## config.mk

```make
export PLATFORM = sky130hd
export DESIGN_NAME = four_channel_dma_engine
export DESIGN_NICKNAME = d
export VERILOG_FILES = /design/src/design/dma4_pkg.sv /design/src/design/dma4_datapath.sv /design/src/design/dma4_controller.sv /design/src/design/four_channel_dma_engine.sv
export SDC_FILE = /design/constraint.sdc
export NUM_CORES = 2
export LEC_CHECK = 0
export BUFFER_PORTS_ARGS = -buffer_cell sky130_fd_sc_hd__buf_2
export CORE_MARGIN = 4
export CORE_UTILIZATION = 57
export DETAILED_ROUTE_END_ITERATION = 10
export PLACE_DENSITY = 0.75
export RECOVER_POWER = 100
export SLEW_MARGIN = 5
export SYNTH_ARGS = -nofsm -noshare
export SYNTH_HDL_FRONTEND = slang
export SYNTH_SLANG_ARGS = --single-unit
```

## constraint.sdc

```tcl
create_clock -name clk -period 10.35 [get_ports clk]
set_clock_uncertainty 0.05 [all_clocks]
set_input_delay 1.5525 -clock clk [delete_from_list [all_inputs] [get_ports clk]]
set_output_delay 1.5525 -clock clk [all_outputs]
set_load 0.02 [all_outputs]
```

## src/design/dma4_pkg.sv

```systemverilog
package dma4_pkg;

    localparam int NUM_CHANNELS_DEF = 4;
    localparam int COUNT_WIDTH_DEF  = 16;
    localparam int CH_SLOTS         = 4;
    localparam int CH_W             = 2;
    localparam int SCAN_W           = CH_W + 1;

    // input actions
    localparam logic [1:0] ACT_REG_WRITE = 2'd0;
    localparam logic [1:0] ACT_TIMING    = 2'd1;
    localparam logic [1:0] ACT_READ_DATA = 2'd2;

    // register selects
    localparam logic [1:0] REG_CTRL  = 2'd0;
    localparam logic [1:0] REG_SRC   = 2'd1;
    localparam logic [1:0] REG_DST   = 2'd2;
    localparam logic [1:0] REG_COUNT = 2'd3;

    // result kinds
    localparam logic [1:0] KIND_READ  = 2'd0;
    localparam logic [1:0] KIND_WRITE = 2'd1;
    localparam logic [1:0] KIND_IRQ   = 2'd2;
    localparam logic [1:0] KIND_DONE  = 2'd3;

    // address modes
    localparam logic [1:0] MODE_INC    = 2'd0;
    localparam logic [1:0] MODE_DEC    = 2'd1;
    localparam logic [1:0] MODE_FIXED  = 2'd2;
    localparam logic [1:0] MODE_RELOAD = 2'd3;

    // control bit positions
    localparam int CTRL_DMODE_LO  = 5;
    localparam int CTRL_SMODE_LO  = 7;
    localparam int CTRL_REPEAT    = 9;
    localparam int CTRL_WORD      = 10;
    localparam int CTRL_TIMING_LO = 12;
    localparam int CTRL_IRQ       = 14;
    localparam int CTRL_ENABLE    = 15;

    typedef struct packed {
        logic [1:0]  action;
        logic [1:0]  channel;
        logic [1:0]  reg_select;
        logic [31:0] write_value;
        logic [1:0]  timing;
        logic [31:0] read_data;
    } req_t;

    typedef struct packed {
        logic [1:0]  kind;
        logic [31:0] bus_address;
        logic [31:0] bus_data;
        logic        word_size;
        logic [3:0]  irq_mask;
        logic        last;
    } rsp_t;

    typedef struct packed {
        logic [CH_W-1:0] ch;
        logic            reg_wr;
        logic            load_data;
        logic            unit_wr;
        logic            finish;
        logic            emit;
        logic [1:0]      kind;
        logic            last;
    } dp_cmd_t;

    typedef struct packed {
        logic [15:0] ctrl;
        logic        count_zero;
        logic        count_one;
        logic        out_free;
    } dp_status_t;

endpackage

```

## src/design/dma4_datapath.sv

```systemverilog
module dma4_datapath #(
    parameter int COUNT_WIDTH = dma4_pkg::COUNT_WIDTH_DEF
) (
    input  logic                clk,
    input  logic                rst_n,
    input  dma4_pkg::req_t      req,
    input  dma4_pkg::dp_cmd_t   cmd,
    output dma4_pkg::dp_status_t status,
    output logic                rsp_valid,
    input  logic                rsp_ready,
    output dma4_pkg::rsp_t      rsp
);
    import dma4_pkg::*;

    logic [15:0]            ctrl_reg    [CH_SLOTS];
    logic [31:0]            src_reg     [CH_SLOTS];
    logic [31:0]            dst_reg     [CH_SLOTS];
    logic [31:0]            dst_rl_reg  [CH_SLOTS];
    logic [COUNT_WIDTH-1:0] cnt_reg     [CH_SLOTS];
    logic [COUNT_WIDTH-1:0] cnt_rl_reg  [CH_SLOTS];
    logic [31:0]            data_reg;
    rsp_t                   rsp_reg;
    rsp_t                   rsp_next;
    logic                   rsp_valid_reg;

    logic [15:0]            sel_ctrl;
    logic [COUNT_WIDTH-1:0] sel_cnt;
    logic                   word;
    logic [31:0]            unit;
    logic [1:0]             dmode;
    logic [1:0]             smode;
    logic [31:0]            dst_step;
    logic [31:0]            src_step;

    function automatic logic [31:0] step_addr(input logic [31:0] a, input logic [1:0] mode,
                                              input logic [31:0] u);
        logic [31:0] r;
        case (mode)
            MODE_INC, MODE_RELOAD: r = a + u;
            MODE_DEC:              r = a - u;
            default:               r = a;
        endcase
        return r;
    endfunction

    assign sel_ctrl = ctrl_reg[cmd.ch];
    assign sel_cnt  = cnt_reg[cmd.ch];
    assign word     = sel_ctrl[CTRL_WORD];
    assign unit     = word ? 32'd4 : 32'd2;
    assign dmode    = sel_ctrl[CTRL_DMODE_LO +: 2];
    // source reload code means fixed
    assign smode    = (sel_ctrl[CTRL_SMODE_LO +: 2] == MODE_RELOAD) ? MODE_FIXED
                                                                     : sel_ctrl[CTRL_SMODE_LO +: 2];
    assign dst_step = step_addr(dst_reg[cmd.ch], dmode, unit);
    assign src_step = step_addr(src_reg[cmd.ch], smode, unit);

    always_ff @(posedge clk or negedge rst_n)
    begin
        if (!rst_n)
        begin
            for (int i = 0; i < CH_SLOTS; i++)
            begin
                ctrl_reg[i]   <= '0;
                src_reg[i]    <= '0;
                dst_reg[i]    <= '0;
                dst_rl_reg[i] <= '0;
                cnt_reg[i]    <= '0;
                cnt_rl_reg[i] <= '0;
            end
        end
        else if (cmd.reg_wr)
        begin
            case (req.reg_select)
                REG_CTRL: ctrl_reg[cmd.ch] <= req.write_value[15:0];
                REG_SRC:  src_reg[cmd.ch]  <= req.write_value;
                REG_DST:
                begin
                    dst_reg[cmd.ch]    <= req.write_value;
                    dst_rl_reg[cmd.ch] <= req.write_value;
                end
                default:
                begin
                    cnt_reg[cmd.ch]    <= req.write_value[COUNT_WIDTH-1:0];
                    cnt_rl_reg[cmd.ch] <= req.write_value[COUNT_WIDTH-1:0];
                end
            endcase
        end
        else if (cmd.unit_wr)
        begin
            dst_reg[cmd.ch] <= dst_step;
            src_reg[cmd.ch] <= src_step;
            cnt_reg[cmd.ch] <= sel_cnt - COUNT_WIDTH'(1);
        end
        else if (cmd.finish)
        begin
            if (sel_ctrl[CTRL_REPEAT])
            begin
                cnt_reg[cmd.ch] <= cnt_rl_reg[cmd.ch];
                if (dmode == MODE_RELOAD)
                    dst_reg[cmd.ch] <= dst_rl_reg[cmd.ch];
            end
            else
            begin
                ctrl_reg[cmd.ch][CTRL_ENABLE] <= 1'b0;
            end
        end
    end

    always_ff @(posedge clk)
    begin
        if (cmd.load_data)
            data_reg <= req.read_data;
    end

    always_comb
    begin
        rsp_next      = '0;
        rsp_next.kind = cmd.kind;
        rsp_next.last = cmd.last;
        case (cmd.kind)
            KIND_READ:
            begin
                rsp_next.bus_address = src_reg[cmd.ch];
                rsp_next.word_size   = word;
            end
            KIND_WRITE:
            begin
                rsp_next.bus_address = dst_reg[cmd.ch];
                rsp_next.bus_data    = word ? data_reg : {16'h0000, data_reg[15:0]};
                rsp_next.word_size   = word;
            end
            KIND_IRQ: rsp_next.irq_mask = 4'b0001 << cmd.ch;
            default:  rsp_next.irq_mask = '0;
        endcase
    end

    always_ff @(posedge clk)
    begin
        if (cmd.emit)
            rsp_reg <= rsp_next;
    end

    always_ff @(posedge clk or negedge rst_n)
    begin
        if (!rst_n)
            rsp_valid_reg <= 1'b0;
        else if (cmd.emit)
            rsp_valid_reg <= 1'b1;
        else if (rsp_ready)
            rsp_valid_reg <= 1'b0;
    end

    assign rsp_valid         = rsp_valid_reg;
    assign rsp               = rsp_reg;
    assign status.ctrl       = sel_ctrl;
    assign status.count_zero = (sel_cnt == '0);
    assign status.count_one  = (sel_cnt == COUNT_WIDTH'(1));
    assign status.out_free   = !rsp_valid_reg || rsp_ready;

endmodule

```

## src/design/dma4_controller.sv

```systemverilog
module dma4_controller #(
    parameter int NUM_CHANNELS = dma4_pkg::NUM_CHANNELS_DEF
) (
    input  logic                 clk,
    input  logic                 rst_n,
    input  logic                 req_valid,
    output logic                 req_ready,
    input  dma4_pkg::req_t       req,
    input  dma4_pkg::dp_status_t status,
    output dma4_pkg::dp_cmd_t    cmd
);
    import dma4_pkg::*;

    localparam logic [2:0] S_IDLE   = 3'd0;
    localparam logic [2:0] S_SCAN   = 3'd1;
    localparam logic [2:0] S_WRITE  = 3'd2;
    localparam logic [2:0] S_READ   = 3'd3;
    localparam logic [2:0] S_FINISH = 3'd4;

    localparam logic [SCAN_W-1:0] SCAN_END = SCAN_W'(NUM_CHANNELS);

    logic [2:0]        state_reg,  state_next;
    logic              busy_reg,   busy_next;
    logic [CH_W-1:0]   active_reg, active_next;
    logic [1:0]        timing_reg, timing_next;
    logic [SCAN_W-1:0] scan_reg,   scan_next;

    logic accept;
    logic match;
    logic wr_allowed;

    assign accept     = req_valid && req_ready;
    assign match      = status.ctrl[CTRL_ENABLE]
                        && (status.ctrl[CTRL_TIMING_LO +: 2] == timing_reg);
    assign wr_allowed = ({1'b0, req.channel} < SCAN_END)
                        && !(busy_reg && (req.channel == active_reg));

    always_comb
    begin
        state_next  = state_reg;
        busy_next   = busy_reg;
        active_next = active_reg;
        timing_next = timing_reg;
        scan_next   = scan_reg;
        req_ready   = 1'b0;
        cmd         = '0;
        cmd.kind    = KIND_DONE;
        cmd.ch      = active_reg;

        case (state_reg)
            S_IDLE:
            begin
                req_ready = status.out_free;
                cmd.ch    = req.channel;
                if (accept)
                begin
                    case (req.action)
                        ACT_REG_WRITE:
                        begin
                            cmd.reg_wr = wr_allowed;
                            cmd.emit   = 1'b1;
                            cmd.last   = 1'b1;
                        end
                        ACT_TIMING:
                        begin
                            if (!busy_reg)
                            begin
                                timing_next = req.timing;
                                scan_next   = '0;
                                state_next  = S_SCAN;
                            end
                            else
                            begin
                                cmd.emit = 1'b1;
                                cmd.last = 1'b1;
                            end
                        end
                        ACT_READ_DATA:
                        begin
                            if (busy_reg)
                            begin
                                cmd.load_data = 1'b1;
                                state_next    = S_WRITE;
                            end
                            else
                            begin
                                cmd.emit = 1'b1;
                                cmd.last = 1'b1;
                            end
                        end
                        default:
                        begin
                            cmd.emit = 1'b1;
                            cmd.last = 1'b1;
                        end
                    endcase
                end
            end

            S_SCAN:
            begin
                cmd.ch = scan_reg[CH_W-1:0];
                if (status.out_free)
                begin
                    if (scan_reg >= SCAN_END)
                    begin
                        // no channel left: report done and go idle
                        busy_next  = 1'b0;
                        cmd.emit   = 1'b1;
                        cmd.last   = 1'b1;
                        state_next = S_IDLE;
                    end
                    else if (!match)
                    begin
                        scan_next = scan_reg + SCAN_W'(1);
                    end
                    else if (status.count_zero)
                    begin
                        cmd.finish = 1'b1;
                        cmd.emit   = status.ctrl[CTRL_IRQ];
                        cmd.kind   = KIND_IRQ;
                        scan_next  = scan_reg + SCAN_W'(1);
                    end
                    else
                    begin
                        busy_next   = 1'b1;
                        active_next = scan_reg[CH_W-1:0];
                        cmd.emit    = 1'b1;
                        cmd.kind    = KIND_READ;
                        cmd.last    = 1'b1;
                        state_next  = S_IDLE;
                    end
                end
            end

            S_WRITE:
            begin
                if (status.out_free)
                begin
                    cmd.unit_wr = 1'b1;
                    cmd.emit    = 1'b1;
                    cmd.kind    = KIND_WRITE;
                    state_next  = status.count_one ? S_FINISH : S_READ;
                end
            end

            S_READ:
            begin
                if (status.out_free)
                begin
                    cmd.emit   = 1'b1;
                    cmd.kind   = KIND_READ;
                    cmd.last   = 1'b1;
                    state_next = S_IDLE;
                end
            end

            S_FINISH:
            begin
                if (status.out_free)
                begin
                    cmd.finish = 1'b1;
                    cmd.emit   = status.ctrl[CTRL_IRQ];
                    cmd.kind   = KIND_IRQ;
                    // resume the scan after the channel that just ended
                    scan_next  = {1'b0, active_reg} + SCAN_W'(1);
                    state_next = S_SCAN;
                end
            end

            default:
            begin
                state_next = S_IDLE;
            end
        endcase
    end

    always_ff @(posedge clk or negedge rst_n)
    begin
        if (!rst_n)
        begin
            state_reg  <= S_IDLE;
            busy_reg   <= 1'b0;
            active_reg <= '0;
            timing_reg <= '0;
            scan_reg   <= '0;
        end
        else
        begin
            state_reg  <= state_next;
            busy_reg   <= busy_next;
            active_reg <= active_next;
            timing_reg <= timing_next;
            scan_reg   <= scan_next;
        end
    end

endmodule

```

## src/design/four_channel_dma_engine.sv

```systemverilog
// Four-channel DMA engine. Each request beat is a register write, a timing event or the
// data of the outstanding bus read; each answers with one or more response beats (bus read
// request, bus write, interrupt, done/acknowledge), the final one flagged by last. One item
// is handled at a time: req_ready is high only while the controller is idle and the
// response register is free. A register write or an ignored item gets one done beat. A timing
// event is accepted, steps past each channel slot that it passes over, and ends with the
// read request or done beat. Read data is accepted, then written, then followed by the next
// read or, on the final unit, by the end of the channel and a scan of the remaining channel
// slots as for a timing event. Each response beat occupies the single output register, so
// a stalled consumer stretches these steps beat for beat.
module four_channel_dma_engine #(
    parameter int NUM_CHANNELS = dma4_pkg::NUM_CHANNELS_DEF,
    parameter int COUNT_WIDTH  = dma4_pkg::COUNT_WIDTH_DEF
) (
    input  logic           clk,
    input  logic           rst_n,
    input  logic           req_valid,
    output logic           req_ready,
    input  dma4_pkg::req_t req,
    output logic           rsp_valid,
    input  logic           rsp_ready,
    output dma4_pkg::rsp_t rsp
);
    import dma4_pkg::*;

    dp_cmd_t    cmd;
    dp_status_t status;

    dma4_controller #(
        .NUM_CHANNELS(NUM_CHANNELS)
    ) u_ctrl (
        .clk       (clk),
        .rst_n     (rst_n),
        .req_valid (req_valid),
        .req_ready (req_ready),
        .req       (req),
        .status    (status),
        .cmd       (cmd)
    );

    dma4_datapath #(
        .COUNT_WIDTH(COUNT_WIDTH)
    ) u_dp (
        .clk       (clk),
        .rst_n     (rst_n),
        .req       (req),
        .cmd       (cmd),
        .status    (status),
        .rsp_valid (rsp_valid),
        .rsp_ready (rsp_ready),
        .rsp       (rsp)
    );

endmodule
```

==> impl_metrics.csv <==
group,metric,value,unit
synthesis,synth-edff-count,104,
clock_tree,htree_levels,3,
setup_path,worstPathMaxFanout,24,
floorplanning,die_h,255,µm
floorplanning,io_pins,150,
synthesis,muxShareOfSynthArea,0.186,
run_status,violations,"capacitance limit, slew limit",
synthesis,synth_xor_area_frac,0.0156,
setup_path,critical-path-top-delay-family,"buffers and inverters",
placement,io_buffers,149,
setup_path,cp.arrival,8730,ps
timing,worst_pin_slew,4170,ps
cells_and_area,utilization,0.630,
synthesis,syn_area_per_cell,11.0,µm²
drt,drt_iter0_markers,3344,
power,combPwrFrac,0.477,
setup_path,crit_slowest_cell,"clkbuf_1",
cells_and_area,drive_gt1_frac,0.202,
power,p_int,0.00731,W
floorplanning,start_util,0.575,
synthesis,synth_area,34700,µm²
synthesis,ys.flop_type,"dfrtp_1",
floorplanning,dieWidth,255,µm
placement,dp_hpwl,68900,µm
timing,timing.final.hold_violations,0,
timing,setup_violations,0,
synthesis,synth_top_family_by_area,"multiplexers",
clock_tree,numClockSinks,668,
cells_and_area,final_area,38000,µm²
power,ir_worst_vdd,0.000194,V
drt,drt-pass1-iter-count,8,
timing,relSlewSlack,-1.78,
drt,final_antenna_net_count,0,
synthesis,yosys.area_share.simple,0.104,
setup_path,crit_cells,15,
run_status,outcome,"finished, violations left",
drt,post-route-drc-count,0,
run,cap_violations,16,
cells_and_area,multi_input_area,16400,µm²
global_route,antenna_found_initial,2,
synthesis,ys_types,73,
cells_and_area,fin_cells,4029,
synthesis,synthArstFlopShare,0.844,
timing,fin_setup_tns,0,ps
synthesis,syn_inst,3145,
clock_tree,clk_pin_slew,60,ps
drt,viasPerCell,6.69,
power,switching_share,0.425,
setup_path,crit_buf_inv,5,
clock_tree,clk_path_buf_depth,3,
global_route,grt_remaining_overflow,0,
setup_path,r2r-start,"u_ctrl.state_reg[0]",
placement,place_inst,3899,
drt,vias,26941,
clock_tree,cts_root_buffer,"clkbuf_16",
setup_path,slowest_delay,1100,ps
cells_and_area,fin_nets,3336,
cells_and_area,seqCellArea,17200,µm²
setup_path,timing.critical_path.to,"u_dp.cnt_reg[53]",
synthesis,ys_seq_elements,668,
clock_tree,clkLatencyLatePin,610,ps
setup_path,crit_chain,"clkbuf_1 > mux2_1 > a21oi_4 > clkbuf_1 > buf_4 > mux4_2 > inv_1 > ha_1 > nand2b_1 > o41ai_1 > nand2_1 > o21ai_0 > nand2_1 > inv_1 > mux2_2",
power,seq_power_share,0.323,
hold_path,min_path_type,"reg2reg",
timing,period_minus_slack,8290,ps
global_route,grt_pass1_vias,26899,
setup_path,setup.worst_path.end_class,"register",
timing,fmax,121,MHz
timing,slew_viol_final,614,
setup_path,rr_worst_depth,14,
clock_tree,cts_tree,"done",
floorplanning,rows,90,
power,switchingPower,0.00540,W
floorplanning,dieArea,64900,µm²
placement,place_congestion,0.950,
cells_and_area,fillers,4721,
global_route,grt_util_all_layers,0.321,
setup_path,reg2reg_to,"u_dp.cnt_reg[53]",
synthesis,yosys_warnings,0,
clock_tree,cts_hold_buf,0,
timing,period_share,0.801,
cells_and_area,area_delta_synth_final,9.63,%
power,p_leak,16.4,nW
timing,rsz0062_at_grt,"false",
drt,drt_wl_total,105000,µm
global_route,grt_start_max_net_pins,203,
placement,place_area,36000,µm²
floorplanning,coreArea,60400,µm²
clock_tree,cts_buffers,72,
setup_path,path_class,"in2reg",
setup_path,worstPathRequired,10790,ps
drt,wl_per_cell,26.1,µm
setup_path,cp-startpoint,"req[68]",
synthesis,synth_fa_ha_area_frac,0.0249,
power,p_clk_frac,0.200,
synthesis,synth_compound_area_frac,0.143,
global_route,grt_first_pass_wirelength,159000,µm
setup_path,start_kind,"input pin",
synthesis,synth_nets,3290,
synthesis,ys_seq_area_frac,0.497,
clock_tree,cts_resized,0,
power,power.density,334,nW/µm²
setup_path,r2r_slack,2380,ps
clock_tree,cts_setup_buffers,0,
==> power groups by stage <==
| stage | clock network, W | registers [W] | logic (W) |
|---|---|---|---|
| 5_1_grt | 0.00269 | 0.00419 | 0.00649 |
| 4_1_cts | 0.00257 | 0.00408 | 0.00598 |
| 3_5_place_dp | 0 | 0.00412 | 0.00594 |
| 2_1_floorplan | 0 | 0.00415 | 0.00410 |
| 3_3_place_gp | 0 | 0.00404 | 0.00578 |
| 6_report | 0.00254 | 0.00411 | 0.00606 |
==> layout by cell type (no fill, tap or decap), types with 75 or more instances in the layout <==
master	n
o21ai_0	283
edfxtp_1	104
dfrtp_1	564
clkbuf_1	107
a21oi_1	255
nand2_1	371
clkbuf_16	75
mux2_2	295
nor2_1	226
mux4_2	127
==> stage by stage <==
step	total power [W]	setup slack, ps	hold WS [ps]
after floorplan	0.00825	1160	383
after global routing	0.0134	1610	447
final	0.0127	2060	417
after global placement	0.00982	2800	399
after detailed placement	0.0101	2670	406
after CTS	0.0126	3290	419
==> worst min-delay path, stage by stage, from the launching register on <==
cell,delay [ps]
dfrtp_1,340
nand2_1,50
nand2_1,40
==> cells by family after synthesis <==
kind of cell,after synthesis
xor+xnor,62
fa+ha+maj,69
flops,668
simple gates,823
compound gates,829
buf+inv,250
mux,444
==> worst min path at each step <==
stage / startpoint / to / depth (start not counted)
CTS: u_dp.src_reg[114] / u_dp.src_reg[114] / 2
global route: u_dp.src_reg[4] / u_dp.src_reg[4] / 1
global placement: u_dp.src_reg[50] / u_dp.src_reg[50] / 2
floorplan: u_dp.src_reg[50] / u_dp.src_reg[50] / 2
detailed placement: u_dp.src_reg[114] / u_dp.src_reg[114] / 2
finish: u_dp.src_reg[114] / u_dp.src_reg[114] / 2
==> final cells by class <==
cell class                 count  share of cell area
antenna                        1           0.0000658
clock buffer                 112              0.0575
clock inverter                17             0.00372
inverter                      33             0.00326
multi-input combinational   2227               0.432
sequential                   668               0.453
tap                          782              0.0257
timing repair buffer         189              0.0246
==> metal layers <==
metal  part of all wire  wire, µm  track usage  vias to the layer above
met2               0.45     47300        0.496                     1602
met3               0.12     12200       0.0868                      289
li1                   -         -            -                    11573
met5            0.00010        11            0                        -
met1               0.39     41300        0.439                    13475
met4              0.039      4140        0.124                        2
==> cell usage after synthesis, drive strengths merged, types with 9 or more instances <==
library cell    n  area (µm²)
o21a           45         338
a22oi          13        97.6
o21ai         286        1450
mux2          297        3350
and3           33         206
dfrtp         564       14100
a31oi          42         263
a211oi         10        75.1
a21oi         256        1280
or3            13        81.3
o31a            9        78.8
ha             69         863
xnor2          38         333
nor3           19        95.1
edfxtp        104        3120
a21o           21         158
mux4          130        2940
nor2          232         873
nand2b         19         119
nor2b          16         100
xor2           24         210
nand2         374        1410
inv            33         124
o211ai         46         345
nand4          13        81.3
mux2i          17         170
nand3          33         165
buf            80         420
o31ai          24         180
and2           46         288
clkbuf        137         514
a22o           19         166
(Power assumes the default switching activity.)
